## src/rtl/bwc_pkg.sv

```systemverilog
// Package with sizes, character codes, types and helpers of the censor block.
`default_nettype none
package bwc_pkg;

  localparam int BANNED_SLOTS    = 16;
  localparam int WORD_BUFFER_LEN = 62;
  localparam int BANNED_MAX_LEN  = 8;

  localparam int BUF_AW  = $clog2(WORD_BUFFER_LEN);
  localparam int LEN_W   = $clog2(WORD_BUFFER_LEN + 1);
  localparam int SLOT_AW = $clog2(BANNED_SLOTS);
  localparam int CNT_W   = $clog2(BANNED_SLOTS + 1);
  localparam int HEAD_AW = $clog2(BANNED_MAX_LEN);

  localparam logic [7:0] CH_SPACE   = 8'h20;
  localparam logic [7:0] CH_NEWLINE = 8'h0A;
  localparam logic [7:0] CH_STAR    = 8'h2A;
  localparam int         STAR_COUNT = 3;

  localparam logic OP_TEXT = 1'b0;
  localparam logic OP_LOAD = 1'b1;

  // Sequencer states, one-hot.
  typedef enum logic [6:0] {
    ST_IDLE  = 7'b0000001,
    ST_MATCH = 7'b0000010,
    ST_STAR  = 7'b0000100,
    ST_WORD  = 7'b0001000,
    ST_SPACE = 7'b0010000,
    ST_NL    = 7'b0100000,
    ST_FLUSH = 7'b1000000
  } state_e;

  // Write request into the banned-word table.
  typedef struct packed {
    logic        we;
    logic [3:0]  idx;
    logic [63:0] bytes;
    logic [3:0]  len;
  } slot_wr_t;

  typedef logic [BANNED_MAX_LEN-1:0][7:0] head_t;

  // Map ASCII A-Z to a-z, pass everything else.
  function automatic logic [7:0] lower_ascii(input logic [7:0] c);
    if (c >= 8'h41 && c <= 8'h5A) begin
      return c + 8'h20;
    end
    return c;
  endfunction

endpackage
`default_nettype wire

```

## src/rtl/bwc_if.sv

```systemverilog
// Valid/ready stream interfaces for the input items and the output bytes.
`default_nettype none
interface bwc_in_if;
  logic        valid;
  logic        ready;
  logic        op;
  logic [7:0]  text_char;
  logic [3:0]  slot_index;
  logic [63:0] slot_bytes;
  logic [3:0]  slot_length;

  modport source (output valid, op, text_char, slot_index, slot_bytes, slot_length,
                  input ready);
  modport sink   (input valid, op, text_char, slot_index, slot_bytes, slot_length,
                  output ready);
endinterface

interface bwc_out_if;
  logic       valid;
  logic       ready;
  logic [7:0] out_char;
  logic       last;

  modport source (output valid, out_char, last, input ready);
  modport sink   (input valid, out_char, last, output ready);
endinterface
`default_nettype wire

```

## src/rtl/banned_word_censor_stream.sv

```systemverilog
// Top level of the banned-word censor: sequencer, head registers, output register, word buffer and match unit.
//
// Channels: in_i takes items (op 0 text byte, op 1 banned-table load); out_o
// gives result bytes with last set on the final byte caused by one item.
// cfg_we_i/cfg_data_i write banned_count (slots compared against each word).
// Flow: a load item or a plain word byte leaves the sequencer idle, so
// in_i.ready stays high. A space or newline steps the shared compare unit
// through each compared slot (min(banned_count, 16)), then emits each output
// byte ("***" or the word, the space, the newline). A word byte arriving with
// the 62-byte buffer full flushes the buffer at one byte a cycle while the
// receiver is ready. The byte rate is set by the single output register fed
// from the word buffer read port. Results wait in the output register while
// the receiver stalls; the sequencer holds and in_i.ready stays low until the
// item's last byte has been loaded. Reset clears the word length, the count
// and the output valid; the banned table is undefined until loaded.
`default_nettype none
module banned_word_censor_stream (
  input  wire logic      clk_i,
  input  wire logic      rst_ni,
  bwc_in_if.sink         in_i,
  bwc_out_if.source      out_o,
  input  wire logic      cfg_we_i,
  input  wire logic [4:0] cfg_data_i
);

  bwc_pkg::state_e state_q, state_d;
  logic [bwc_pkg::LEN_W-1:0] word_len_q, word_len_d;
  logic [bwc_pkg::LEN_W-1:0] e_q, e_d;
  logic [bwc_pkg::CNT_W-1:0] s_q, s_d;
  logic                      hit_q, hit_d;
  logic                      nl_q, nl_d;
  logic [7:0]                pend_q, pend_d;
  logic [4:0]                count_q;
  bwc_pkg::head_t            head_q;
  logic                      out_valid_q;
  logic [7:0]                out_char_q;
  logic                      out_last_q;

  logic [bwc_pkg::CNT_W-1:0]   limit;
  logic                        accept;
  logic                        out_free;
  logic                        load_out;
  logic [7:0]                  out_char_n;
  logic                        out_last_n;
  logic                        ram_we;
  logic [bwc_pkg::BUF_AW-1:0]  ram_waddr;
  logic [7:0]                  ram_wdata;
  logic [bwc_pkg::BUF_AW-1:0]  ram_raddr;
  logic [7:0]                  ram_rdata;
  logic                        head_we;
  logic [bwc_pkg::HEAD_AW-1:0] head_idx;
  logic [7:0]                  head_data;
  bwc_pkg::slot_wr_t           tbl_wr;
  logic                        match;

  assign in_i.ready = (state_q == bwc_pkg::ST_IDLE);
  assign accept     = in_i.valid && in_i.ready;
  assign out_free   = !out_valid_q || out_o.ready;

  assign out_o.valid    = out_valid_q;
  assign out_o.out_char = out_char_q;
  assign out_o.last     = out_last_q;

  // Clamp the compared slot count to the table size.
  always_comb begin
    if (int'(count_q) > bwc_pkg::BANNED_SLOTS) begin
      limit = bwc_pkg::CNT_W'(bwc_pkg::BANNED_SLOTS);
    end else begin
      limit = bwc_pkg::CNT_W'(count_q);
    end
  end

  // Route load items to the table.
  always_comb begin
    tbl_wr.we    = accept && (in_i.op == bwc_pkg::OP_LOAD);
    tbl_wr.idx   = in_i.slot_index;
    tbl_wr.bytes = in_i.slot_bytes;
    tbl_wr.len   = in_i.slot_length;
  end

  // Read the next byte to be emitted.
  always_comb begin
    if (e_d < bwc_pkg::LEN_W'(bwc_pkg::WORD_BUFFER_LEN)) begin
      ram_raddr = e_d[bwc_pkg::BUF_AW-1:0];
    end else begin
      ram_raddr = '0;
    end
  end

  // Sequence buffering, slot compares and emission.
  always_comb begin
    state_d    = state_q;
    word_len_d = word_len_q;
    e_d        = e_q;
    s_d        = s_q;
    hit_d      = hit_q;
    nl_d       = nl_q;
    pend_d     = pend_q;
    load_out   = 1'b0;
    out_char_n = bwc_pkg::CH_SPACE;
    out_last_n = 1'b0;
    ram_we     = 1'b0;
    ram_waddr  = word_len_q[bwc_pkg::BUF_AW-1:0];
    ram_wdata  = in_i.text_char;
    head_we    = 1'b0;
    head_idx   = word_len_q[bwc_pkg::HEAD_AW-1:0];
    head_data  = in_i.text_char;

    case (state_q)
      bwc_pkg::ST_IDLE: begin
        if (accept && (in_i.op == bwc_pkg::OP_TEXT)) begin
          if ((in_i.text_char == bwc_pkg::CH_SPACE) ||
              (in_i.text_char == bwc_pkg::CH_NEWLINE)) begin
            nl_d    = (in_i.text_char == bwc_pkg::CH_NEWLINE);
            s_d     = '0;
            hit_d   = 1'b0;
            state_d = bwc_pkg::ST_MATCH;
          end else if (word_len_q >= bwc_pkg::LEN_W'(bwc_pkg::WORD_BUFFER_LEN)) begin
            pend_d  = in_i.text_char;
            e_d     = '0;
            state_d = bwc_pkg::ST_FLUSH;
          end else begin
            ram_we     = 1'b1;
            word_len_d = word_len_q + 1'b1;
            head_we    = (word_len_q < bwc_pkg::LEN_W'(bwc_pkg::BANNED_MAX_LEN));
          end
        end
      end
      bwc_pkg::ST_MATCH: begin
        if (s_q < limit) begin
          hit_d = hit_q | match;
          s_d   = s_q + 1'b1;
        end else begin
          e_d = '0;
          if (hit_q) begin
            state_d = bwc_pkg::ST_STAR;
          end else if (word_len_q == '0) begin
            state_d = bwc_pkg::ST_SPACE;
          end else begin
            state_d = bwc_pkg::ST_WORD;
          end
        end
      end
      bwc_pkg::ST_STAR: begin
        if (out_free) begin
          load_out   = 1'b1;
          out_char_n = bwc_pkg::CH_STAR;
          e_d        = e_q + 1'b1;
          if (e_q == bwc_pkg::LEN_W'(bwc_pkg::STAR_COUNT - 1)) begin
            state_d = bwc_pkg::ST_SPACE;
          end
        end
      end
      bwc_pkg::ST_WORD: begin
        if (out_free) begin
          load_out   = 1'b1;
          out_char_n = bwc_pkg::lower_ascii(ram_rdata);
          e_d        = e_q + 1'b1;
          if ((e_q + 1'b1) == word_len_q) begin
            state_d = bwc_pkg::ST_SPACE;
          end
        end
      end
      bwc_pkg::ST_SPACE: begin
        if (out_free) begin
          load_out   = 1'b1;
          out_char_n = bwc_pkg::CH_SPACE;
          out_last_n = !nl_q;
          word_len_d = '0;
          state_d    = nl_q ? bwc_pkg::ST_NL : bwc_pkg::ST_IDLE;
        end
      end
      bwc_pkg::ST_NL: begin
        if (out_free) begin
          load_out   = 1'b1;
          out_char_n = bwc_pkg::CH_NEWLINE;
          out_last_n = 1'b1;
          state_d    = bwc_pkg::ST_IDLE;
        end
      end
      bwc_pkg::ST_FLUSH: begin
        if (out_free) begin
          load_out   = 1'b1;
          out_char_n = bwc_pkg::lower_ascii(ram_rdata);
          out_last_n = (e_q == bwc_pkg::LEN_W'(bwc_pkg::WORD_BUFFER_LEN - 1));
          e_d        = e_q + 1'b1;
          if (out_last_n) begin
            // Restart the buffer with the held byte.
            ram_we     = 1'b1;
            ram_waddr  = '0;
            ram_wdata  = pend_q;
            head_we    = 1'b1;
            head_idx   = '0;
            head_data  = pend_q;
            word_len_d = bwc_pkg::LEN_W'(1);
            state_d    = bwc_pkg::ST_IDLE;
          end
        end
      end
      default: begin
        state_d = bwc_pkg::ST_IDLE;
      end
    endcase
  end

  // Advance control state.
  always_ff @(posedge clk_i or negedge rst_ni) begin
    if (!rst_ni) begin
      state_q     <= bwc_pkg::ST_IDLE;
      word_len_q  <= '0;
      e_q         <= '0;
      s_q         <= '0;
      hit_q       <= 1'b0;
      nl_q        <= 1'b0;
      count_q     <= '0;
      out_valid_q <= 1'b0;
    end else begin
      state_q    <= state_d;
      word_len_q <= word_len_d;
      e_q        <= e_d;
      s_q        <= s_d;
      hit_q      <= hit_d;
      nl_q       <= nl_d;
      if (cfg_we_i) begin
        count_q <= cfg_data_i;
      end
      if (load_out) begin
        out_valid_q <= 1'b1;
      end else if (out_o.ready) begin
        out_valid_q <= 1'b0;
      end
    end
  end

  // Hold payload: pending byte, word head, output byte.
  always_ff @(posedge clk_i) begin
    pend_q <= pend_d;
    if (head_we) begin
      head_q[head_idx] <= head_data;
    end
    if (load_out) begin
      out_char_q <= out_char_n;
      out_last_q <= out_last_n;
    end
  end

  bwc_word_ram u_word_ram (
    .clk_i   (clk_i),
    .we_i    (ram_we),
    .waddr_i (ram_waddr),
    .wdata_i (ram_wdata),
    .raddr_i (ram_raddr),
    .rdata_o (ram_rdata)
  );

  bwc_match_unit u_match_unit (
    .clk_i      (clk_i),
    .wr_i       (tbl_wr),
    .sel_i      (s_q[bwc_pkg::SLOT_AW-1:0]),
    .head_i     (head_q),
    .word_len_i (word_len_q),
    .match_o    (match)
  );

endmodule
`default_nettype wire

```

## src/rtl/bwc_word_ram.sv

```systemverilog
// Word buffer memory: one write port, one registered read port.
`default_nettype none
module bwc_word_ram (
  input  wire logic                       clk_i,
  input  wire logic                       we_i,
  input  wire logic [bwc_pkg::BUF_AW-1:0] waddr_i,
  input  wire logic [7:0]                 wdata_i,
  input  wire logic [bwc_pkg::BUF_AW-1:0] raddr_i,
  output logic      [7:0]                 rdata_o
);

  logic [7:0] mem [bwc_pkg::WORD_BUFFER_LEN];

  // Write one byte.
  always_ff @(posedge clk_i) begin
    if (we_i) begin
      mem[waddr_i] <= wdata_i;
    end
  end

  // Register the read data.
  always_ff @(posedge clk_i) begin
    rdata_o <= mem[raddr_i];
  end

endmodule
`default_nettype wire

```

## src/rtl/bwc_match_unit.sv

```systemverilog
// Banned-word table and the shared compare unit that checks one slot per cycle.
`default_nettype none
module bwc_match_unit (
  input  wire logic                        clk_i,
  input  wire bwc_pkg::slot_wr_t           wr_i,
  input  wire logic [bwc_pkg::SLOT_AW-1:0] sel_i,
  input  wire bwc_pkg::head_t              head_i,
  input  wire logic [bwc_pkg::LEN_W-1:0]   word_len_i,
  output logic                             match_o
);

  logic [63:0] bytes_q [bwc_pkg::BANNED_SLOTS];
  logic [3:0]  len_q   [bwc_pkg::BANNED_SLOTS];
  logic [3:0]  wr_len;
  logic [63:0] sel_bytes;
  logic [3:0]  sel_len;

  // Saturate the slot length.
  always_comb begin
    if (wr_i.len > 4'(bwc_pkg::BANNED_MAX_LEN)) begin
      wr_len = 4'(bwc_pkg::BANNED_MAX_LEN);
    end else begin
      wr_len = wr_i.len;
    end
  end

  // Store a slot; drop indexes beyond the table.
  always_ff @(posedge clk_i) begin
    if (wr_i.we && (int'(wr_i.idx) < bwc_pkg::BANNED_SLOTS)) begin
      bytes_q[bwc_pkg::SLOT_AW'(wr_i.idx)] <= wr_i.bytes;
      len_q[bwc_pkg::SLOT_AW'(wr_i.idx)]   <= wr_len;
    end
  end

  assign sel_bytes = bytes_q[sel_i];
  assign sel_len   = len_q[sel_i];

  // Compare length and the valid characters, both lowercased.
  always_comb begin
    match_o = (bwc_pkg::LEN_W'(sel_len) == word_len_i);
    for (int i = 0; i < bwc_pkg::BANNED_MAX_LEN; i++) begin
      if ((i < int'(sel_len)) &&
          (bwc_pkg::lower_ascii(sel_bytes[8*i +: 8]) != bwc_pkg::lower_ascii(head_i[i]))) begin
        match_o = 1'b0;
      end
    end
  end

endmodule
`default_nettype wire

```

## src/flat_wrapper.sv

```systemverilog
// flat-port wrapper written by rule: the top's interface ports become plain ports
module banned_word_censor_stream_flat 
  (clk_i, rst_ni, cfg_we_i, cfg_data_i, in_i_valid, in_i_op, in_i_text_char, in_i_slot_index, in_i_slot_bytes, in_i_slot_length, in_i_ready, out_o_valid, out_o_out_char, out_o_last, out_o_ready);
  bwc_in_if in_i_i ();
  bwc_out_if out_o_i ();
  input  wire logic clk_i;
  input  wire logic rst_ni;
  input  wire logic cfg_we_i;
  input  wire logic [4:0] cfg_data_i;
  input wire logic [$bits(in_i_i.valid)-1:0] in_i_valid;
  input wire logic [$bits(in_i_i.op)-1:0] in_i_op;
  input wire logic [$bits(in_i_i.text_char)-1:0] in_i_text_char;
  input wire logic [$bits(in_i_i.slot_index)-1:0] in_i_slot_index;
  input wire logic [$bits(in_i_i.slot_bytes)-1:0] in_i_slot_bytes;
  input wire logic [$bits(in_i_i.slot_length)-1:0] in_i_slot_length;
  output wire logic [$bits(in_i_i.ready)-1:0] in_i_ready;
  output wire logic [$bits(out_o_i.valid)-1:0] out_o_valid;
  output wire logic [$bits(out_o_i.out_char)-1:0] out_o_out_char;
  output wire logic [$bits(out_o_i.last)-1:0] out_o_last;
  input wire logic [$bits(out_o_i.ready)-1:0] out_o_ready;
  assign in_i_i.valid = in_i_valid;
  assign in_i_i.op = in_i_op;
  assign in_i_i.text_char = in_i_text_char;
  assign in_i_i.slot_index = in_i_slot_index;
  assign in_i_i.slot_bytes = in_i_slot_bytes;
  assign in_i_i.slot_length = in_i_slot_length;
  assign in_i_ready = in_i_i.ready;
  assign out_o_valid = out_o_i.valid;
  assign out_o_out_char = out_o_i.out_char;
  assign out_o_last = out_o_i.last;
  assign out_o_i.ready = out_o_ready;
  banned_word_censor_stream u_core (.clk_i(clk_i), .rst_ni(rst_ni), .in_i(in_i_i), .out_o(out_o_i), .cfg_we_i(cfg_we_i), .cfg_data_i(cfg_data_i));
endmodule
```

## config.mk

```make
export PLATFORM = sky130hd
export DESIGN_NAME = banned_word_censor_stream_flat
export DESIGN_NICKNAME = d
export VERILOG_FILES = /design/src/rtl/bwc_pkg.sv /design/src/rtl/bwc_if.sv /design/src/rtl/banned_word_censor_stream.sv /design/src/rtl/bwc_word_ram.sv /design/src/rtl/bwc_match_unit.sv /design/src/flat_wrapper.sv
export SDC_FILE = /design/constraint.sdc
export NUM_CORES = 2
export LEC_CHECK = 0
export ABC_AREA = 0
export BUFFER_PORTS_ARGS = -buffer_cell sky130_fd_sc_hd__buf_4
export CAP_MARGIN = 20
export CORE_ASPECT_RATIO = 2
export CORE_MARGIN = 2
export CORE_UTILIZATION = 55
export DETAILED_ROUTE_END_ITERATION = 6
export PLACE_DENSITY = 0.74
export SLEW_MARGIN = 0
export SYNTH_ARGS = -nofsm -noshare
export SYNTH_HDL_FRONTEND = slang
export SYNTH_SLANG_ARGS = --single-unit
export TNS_END_PERCENT = 10
```

## constraint.sdc

```tcl
create_clock -name clk_i -period 7.1 [get_ports clk_i]
set_input_delay 0.71 -clock clk_i [delete_from_list [all_inputs] [get_ports clk_i]]
set_output_delay 0.71 -clock clk_i [all_outputs]
set_load 0.01 [all_outputs]
```

## Yosys cells after proc, flatten, opt, wreduce, memory -nomap -nowiden

Memories as Yosys holds them, arrays and structs flattened. A register that Yosys moved wholly into a read port is not among the register bits.
Cells that the tools add are included.

| storage, ports and cells | value |
|---|---|
| register bits after elaboration | 113 |
| bits in writable memories | 1584 |
| logic and storage cells | 316 |
| memories kept | 3 |

Memory list:

| name | words | bits a word | rd ports | clocked after memory_dff | wr ports | RTL line | text |
|---|---|---|---|---|---|---|---|
| u_core.u_match_unit.bytes_q | 16 | 64 | 1 | 0 | 1 | bwc_match_unit.sv:12 | `logic [63:0] bytes_q [bwc_pkg::BANNED_SLOTS];` |
| u_core.u_word_ram.mem | 62 | 8 | 1 | 1 | 1 | bwc_word_ram.sv:12 | `logic [7:0] mem [bwc_pkg::WORD_BUFFER_LEN];` |
| u_core.u_match_unit.len_q | 16 | 4 | 1 | 0 | 1 | bwc_match_unit.sv:13 | `logic [3:0] len_q [bwc_pkg::BANNED_SLOTS];` |

| operators by class | value |
|---|---|
| add/sub/neg operators | 20 |
| magnitude comparators | 50 |
| equality and inequality tests | 36 |
| multiplexer cells | 141 |
| bitwise logic cells | 3 |
| reduce and logical (&&, ||, !) cells | 44 |

Operators by type and width:

| operator | count |
|---|---|
| two-way mux 8 bit | 41 |
| adder 8 x 6 -> 8 bit, second input constant | 17 |
| greater-or-equal comparator 8 x 7 -> 1 bit, second input constant | 17 |
| less-or-equal comparator 8 x 7 -> 1 bit, second input constant | 17 |
| two-way mux 6 bit | 17 |
| two-way mux 7 bit | 13 |
| bitwise mux 64 bit | 1 |
| inequality test 8 bit | 8 |
| two-way mux 1 bit | 49 |
| case mux 7 bit (7 select lines) | 1 |
| case mux 6 bit (3 select lines) | 2 |
| case mux 8 bit (4 select lines) | 1 |
| logical AND 1 bit | 29 |
| two-way mux 5 bit | 5 |
| demux 8 bit (select 3 bit) | 1 |
| inequality test 2 x 1 -> 1 bit, second input constant | 9 |
| < comparator 3 x 4 -> 1 bit, first input constant | 4 |
| adder 6 x 1 -> 6 bit, second input constant | 2 |
| AND reduction 11 bit | 1 |
| inequality test 2 bit, second input constant | 5 |
| case mux 5 bit (2 select lines) | 1 |
| two-way mux 3 bit | 3 |
| equality test 8 x 4 -> 1 bit, second input constant | 1 |
| equality test 8 x 6 -> 1 bit, second input constant | 1 |
| other kinds (38) | 48 |

## Depth between registers and ports, before layout

An unclocked memory read counts as a cell.

| logic depth | value |
|---|---|
| word-level depth | 18 |
| gate-level depth with buffers | 18 |

## Hierarchy

Synthesis repeated with hierarchy kept, for this count alone.

| second synthesis, totals | value |
|---|---|
| cell total of the unflattened synthesis | 3358 |
| area total of the unflattened synthesis | 68201.7 µm² |

By module, submodules not included:

| module | instances | cells each | area an instance (µm²) |
|---|---|---|---|
| bwc_match_unit | 1 | 1997 | 43421.6 |
| bwc_word_ram | 1 | 935 | 19556.3 |
| banned_word_censor_stream | 1 | 426 | 5223.8 |

## Worst setup path after synthesis

Ideal clock, no wire load.

| path | value |
|---|---|
| path kind | register to register |
| from | register u_core.state_q[3] |
| to | memory u_core.u_match_unit.bytes_q[0][0], enable pin |
| data arrival time | 6.164 ns |
| data required time | 6.522 ns |
| path slack | 0.357 ns |
| stages on the path, launching flop included | 9 |
| path buffers | 1 |
| cells stage by stage | dfrtp_1 > buf_2 > nor3_4 > nand4b_1 > inv_2 > and3_1 > nor2b_1 > nand2b_1 > nor3_1 |

| on the way | value |
|---|---|
| longest elaborated chain between the ends | 5 |

RTL lines:

| element | RTL line | text |
|---|---|---|
| from (decl) | banned_word_censor_stream.sv:26 | `bwc_pkg::state_e state_q, state_d;` |
| from (signal assigned) | banned_word_censor_stream.sv:209 | `state_q <= bwc_pkg::ST_IDLE;` |
| from (signal assigned) | banned_word_censor_stream.sv:218 | `state_q <= state_d;` |
| equality test 7 x 1 -> 1 bit | banned_word_censor_stream.sv:56 | `assign in_i.ready = (state_q == bwc_pkg::ST_IDLE);` |
| net in_i_ready | flat_wrapper.sv:16 | `output wire logic [$bits(in_i_i.ready)-1:0] in_i_ready;` |
| logical AND 1 bit | banned_word_censor_stream.sv:57 | `assign accept = in_i.valid && in_i.ready;` |
| logical AND 1 bit | banned_word_censor_stream.sv:75 | `tbl_wr.we = accept && (in_i.op == bwc_pkg::OP_LOAD);` |
| two-way mux 1 bit | bwc_match_unit.sv:29 | `if (wr_i.we && (int'(wr_i.idx) < bwc_pkg::BANNED_SLOTS)) begin` |
| two-way mux 1 bit (not written as such) | bwc_match_unit.sv:30 | `bytes_q[bwc_pkg::SLOT_AW'(wr_i.idx)] <= wr_i.bytes;` |
| to (decl) | bwc_match_unit.sv:12 |  |

The timed path passes the listed nets, and every way through them passes these cells.

## Worst setup path in the final report

| path | value |
|---|---|
| from | register u_core.s_q[1] in the netlist's numbering |
| to | register u_core.hit_q |

| on the way | value |
|---|---|
| longest elaborated chain between the ends | 18 |
| elaborated cells between the ends (all ways) | 97 |
| classes of those cells | add/sub: 8; order compare: 25; eq/ne: 10; mux: 34; bitwise: 1; reduce/logical: 17; memory: 2 |

RTL lines:

| element | RTL line | text |
|---|---|---|
| from (decl) | banned_word_censor_stream.sv:29 | `logic [bwc_pkg::CNT_W-1:0] s_q, s_d;` |
| from (signal assigned) | banned_word_censor_stream.sv:212 | `s_q <= '0;` |
| from (signal assigned) | banned_word_censor_stream.sv:221 | `s_q <= s_d;` |
| memory (16 x 64 bit) | - |  |
| greater-or-equal comparator 8 x 7 -> 1 bit or less-or-equal comparator 8 x 7 -> 1 bit (tied branches) | bwc_pkg.sv:46 | `if (c >= 8'h41 && c <= 8'h5A) begin` |
| logical AND 1 bit | bwc_pkg.sv:46 |  |
| two-way mux 1 bit | bwc_pkg.sv:46 |  |
| two-way mux 8 bit | bwc_pkg.sv:49 | `return c;` |
| inequality test 8 bit | bwc_match_unit.sv:43 | `(bwc_pkg::lower_ascii(sel_bytes[8*i +: 8]) != bwc_pkg::lower_ascii(head_i[i]))) begin` |
| logical AND 1 bit | bwc_match_unit.sv:42 | `if ((i < int'(sel_len)) &&` |
| two-way mux 1 bit (8 in series) | bwc_match_unit.sv:42 |  |
| OR 1 bit | banned_word_censor_stream.sv:131 | `hit_d = hit_q \| match;` |
| two-way mux 1 bit | banned_word_censor_stream.sv:130 | `if (s_q < limit) begin` |
| case mux 1 bit (2 select lines) | banned_word_censor_stream.sv:109 | `case (state_q)` |
| to (signal assigned) | banned_word_censor_stream.sv:222 | `hit_q <= hit_d;` |
| to (decl) | banned_word_censor_stream.sv:30 | `logic hit_q, hit_d;` |

Several ways; a longest one is shown, not always the timed one. The select of a mux whose other input is x is not followed.
A chain may end at the register's enable or synchronous reset.

==> flow_metrics.tcl <==
set metrics [dict create \
    startpoint_type "flip-flop" \
    synth_cells 3712 \
    synthAdderAreaFrac 0.004957 \
    syn_nets 3830 \
    ir_worst_vdd_mv 0.3486 \
    critical-path-top-delay-family "compound AO/OA/AOI/OAI gates" \
    crit_fanout 97 \
    grt_max_degree 108 \
    nNetsFinal 3980 \
    cp_cell_sequence "buf_12, buf_4, mux4_2, mux4_2, ha_1, o41ai_1, xor2_1, o21ai_0, nand3_1, o31ai_1" \
    antenna_found_initial 11 \
    period_needed_ns 5.255 \
    placed_cell_area_mm2 0.07080 \
    hold_slack_ns 0.1145 \
    fin_ws_ns 1.845 \
    synth-xor-area-share 0.01079 \
    synth_compound_area_frac 0.05410 \
    core_mm2 0.1230 \
    port_buffers 101 \
    synth-seq-area-share 0.7477 \
    clock-sinks 1705 \
    ios 102 \
    finalSetupViolCount 0 \
    hold_path_depth 1 \
    async_flop_share 0.01877 \
    grt_pass1_vias 37610 \
    die_h_um 501.8 \
    wl_mm 175.0 \
    cts.clk_slew.worst_paths_ns 0.07 \
    dp_hpwl_mm 105.6 \
    vias 37110 \
    rsz0062_at_grt "false" \
    finalWeightedCongestion 0.9643 \
    grt_pass1_wl_mm 252.4 \
    cpPeakStageDelay_ns 0.76 \
    dp_cells 5278 \
    critPathKind "reg2reg" \
    synth_top_family_by_area "multiplexers" \
    slew_headroom 0.2186 \
    synth-main-ff-cell "edfxtp_1" \
    fin_cells 5545 \
    post_cts_resize_count 0 \
    power_density_mw_per_mm2 340.2 \
    syn_area_mm2 0.06815 \
    slew_violations 0 \
    grt.total_usage 0.2799 \
    fmax_ghz 0.1903 \
    cp.buffers_inverters 2 \
    synth.avg_cell_area_um2 18.36 \
    final_layout_size_suffix_gt1_frac 0.1937 \
    insertion_delay_ns 0.80 \
    fillers 8616 \
    tightest_slew_ns 1.163 \
    mostFrequentLayoutCells "edfxtp_1 (1665), mux4_2 (300), nand2_1 (263)" \
    area_growth_syn_to_layout_pct 10.72 \
    period_share 0.7401 \
    cts_buffer_depth 3 \
    clock_skew_ns 0.02307 \
    path_depth 10 \
    start_util 0.5542 \
    drc 0 \
    dieArea_mm2 0.1269 \
    max-cap-violations 0 \
    critical-path-slowest-cell "dfrtp_4" \
    finalSetupTns_ns 0 \
    required_ns 7.80 \
    layout_commonest_cell "edfxtp_1" \
    cts_tree "done" \
    post_drt_via_cell_ratio 6.693 \
    synth_cell_type_count 91 \
    critPathCaptureType "flip-flop" \
    worstPathArrival_ns 5.95 \
    final_core_util 0.6137 \
    gr-total-overflow 0 \
    synthSimpleGateAreaFrac 0.04913 \
    p_leak_nw 24.40 \
    drt_iter0_drc 4092 \
    dp_worst_setup_slack_ns 1.859 \
    design_power_total_mw 25.67 \
    ant_nets 0 \
    synth-seq-cells 1705 \
    ys_warn_count 0 \
    numCtsBuffers 141 \
    hp-class "in2reg" \
    finish.instance_area_mm2 0.07546 \
    critPathMostFrequentCell "mux4_2" \
    htree_levels 4 \
    synth.mux.area_fraction 0.1169 \
    std_cell_rows 182 \
    cts_root_buf "clkbuf_16" \
    r2r_cells 10 \
    drt-wirelength-per-cell_um 31.57 \
    synth_edf_count 1665 \
    hold_viol 0 \
    status "completed" \
    die_w_um 252.9 \
    dr.pass1.iters 6 \
]
## area by class of cell
cell class | count | area, um2 | area share
Tap cell | 1564 | 1957 | 0.02593
Sequential cell | 1705 | 50970 | 0.6755
Clock inverter | 82 | 877.1 | 0.01162
Antenna cell | 5 | 12.51 | 0.0001658
Multi-Input combinational cell | 1795 | 16260 | 0.2154
Clock buffer | 175 | 3720 | 0.04930
Inverter | 25 | 97.59 | 0.001293
Timing Repair Buffer | 194 | 1568 | 0.02078
## path summary, 6_finish.rpt
check / startpoint / end / slack (ns)
setup / recovery: u_core.s_q[1] / u_core.hit_q / 1.85
hold / removal: in_i_text_char[6] / u_core.pend_q[6] / 0.11
setup reg to reg: u_core.s_q[1] / u_core.hit_q / 1.85
hold reg to reg: u_core.count_q[0] / u_core.count_q[0] / 0.52
max in group asynchronous: rst_ni / u_core.s_q[3] / 6.21
min in group asynchronous: rst_ni / u_core.hit_q / 0.46
## metal layers
metal,track usage,wire length [um]
met5,0,64
met3,0.04991,12960
met4,0.1754,11990
met1,0.3166,57920
met2,0.4897,92100
## flip-flops by register name (all words and copies together), names as in the netlist
register / cells
u_core.count_q: 5
u_core.e_q: 6
u_core.head_q: 64
u_core.hit_q: 1
u_core.nl_q: 1
u_core.out_o.last: 1
u_core.out_o.out_char: 8
u_core.out_o.valid: 1
u_core.pend_q: 8
u_core.s_q: 5
u_core.state_q: 7
u_core.u_match_unit.bytes_q: 1024
u_core.u_match_unit.len_q: 64
u_core.u_word_ram.mem: 496
u_core.u_word_ram.rdata_o: 8
u_core.word_len_q: 6
## Yosys cell counts, drive strengths merged (10+ instances only)
cell type,count,area share
edfxtp,1665,0.73
nand3,71,0.0052
o221ai,27,0.0035
a311oi,10,0.0013
a22oi,36,0.0040
nand2,263,0.014
clkbuf,58,0.0032
nor3,59,0.0048
ha,27,0.0050
nor2,201,0.011
a221oi,33,0.0045
a31oi,40,0.0037
mux4,300,0.099
o21ai,140,0.010
nand2b,17,0.0016
o211ai,25,0.0028
mux2,20,0.0034
xnor2,48,0.0062
dfrtp,31,0.011
and2,16,0.0015
a211oi,14,0.0015
a21oi,99,0.0075
buf,129,0.012
xor2,36,0.0046
nor4,16,0.0018
inv,23,0.0013
nor2b,14,0.0013
mux2i,98,0.014
o22ai,17,0.0017
o31ai,11,0.0016
nand4,11,0.0011
o32ai,14,0.0018
## cell families (layout without fill, tap and decap cells)
group,count (synthesis),after routing
AO/OA/AOI/OAI,541,541
XOR/XNOR,84,84
adder cells (fa/ha/maj),27,27
buffers and inverters,212,476
flip-flops,1705,1705
multiplexers,418,418
other,0,5
AND/OR/NAND/NOR,725,725
## power breakdown
part / total (mW) / internal, mW / leakage [nW] / switching (mW)
Clock: 7.84 / 4.27 / 2.22 / 3.57
Sequential: 11.4 / 11.2 / 15.4 / 0.203
Combinational: 6.42 / 2.23 / 6.75 / 4.19
## worst reg2reg max path, stage by stage (launching register included)
cell,delay (ns)
dfrtp_4,0.76
buf_12,0.51
buf_4,0.90
mux4_2,0.44
mux4_2,0.55
ha_1,0.32
o41ai_1,0.46
xor2_1,0.11
o21ai_0,0.67
nand3_1,0.16
o31ai_1,0.28
## repair_timing
| item | in CTS | in global routing |
|---|---|---|
| setup buffers | 0 | 0 |
| setup endpoints to repair | 0 | 0 |
| hold endpoints to repair | 31 | 0 |
| hold buffers | 1 | 0 |
No activity file was read; power rests on OpenSTA's default activity.
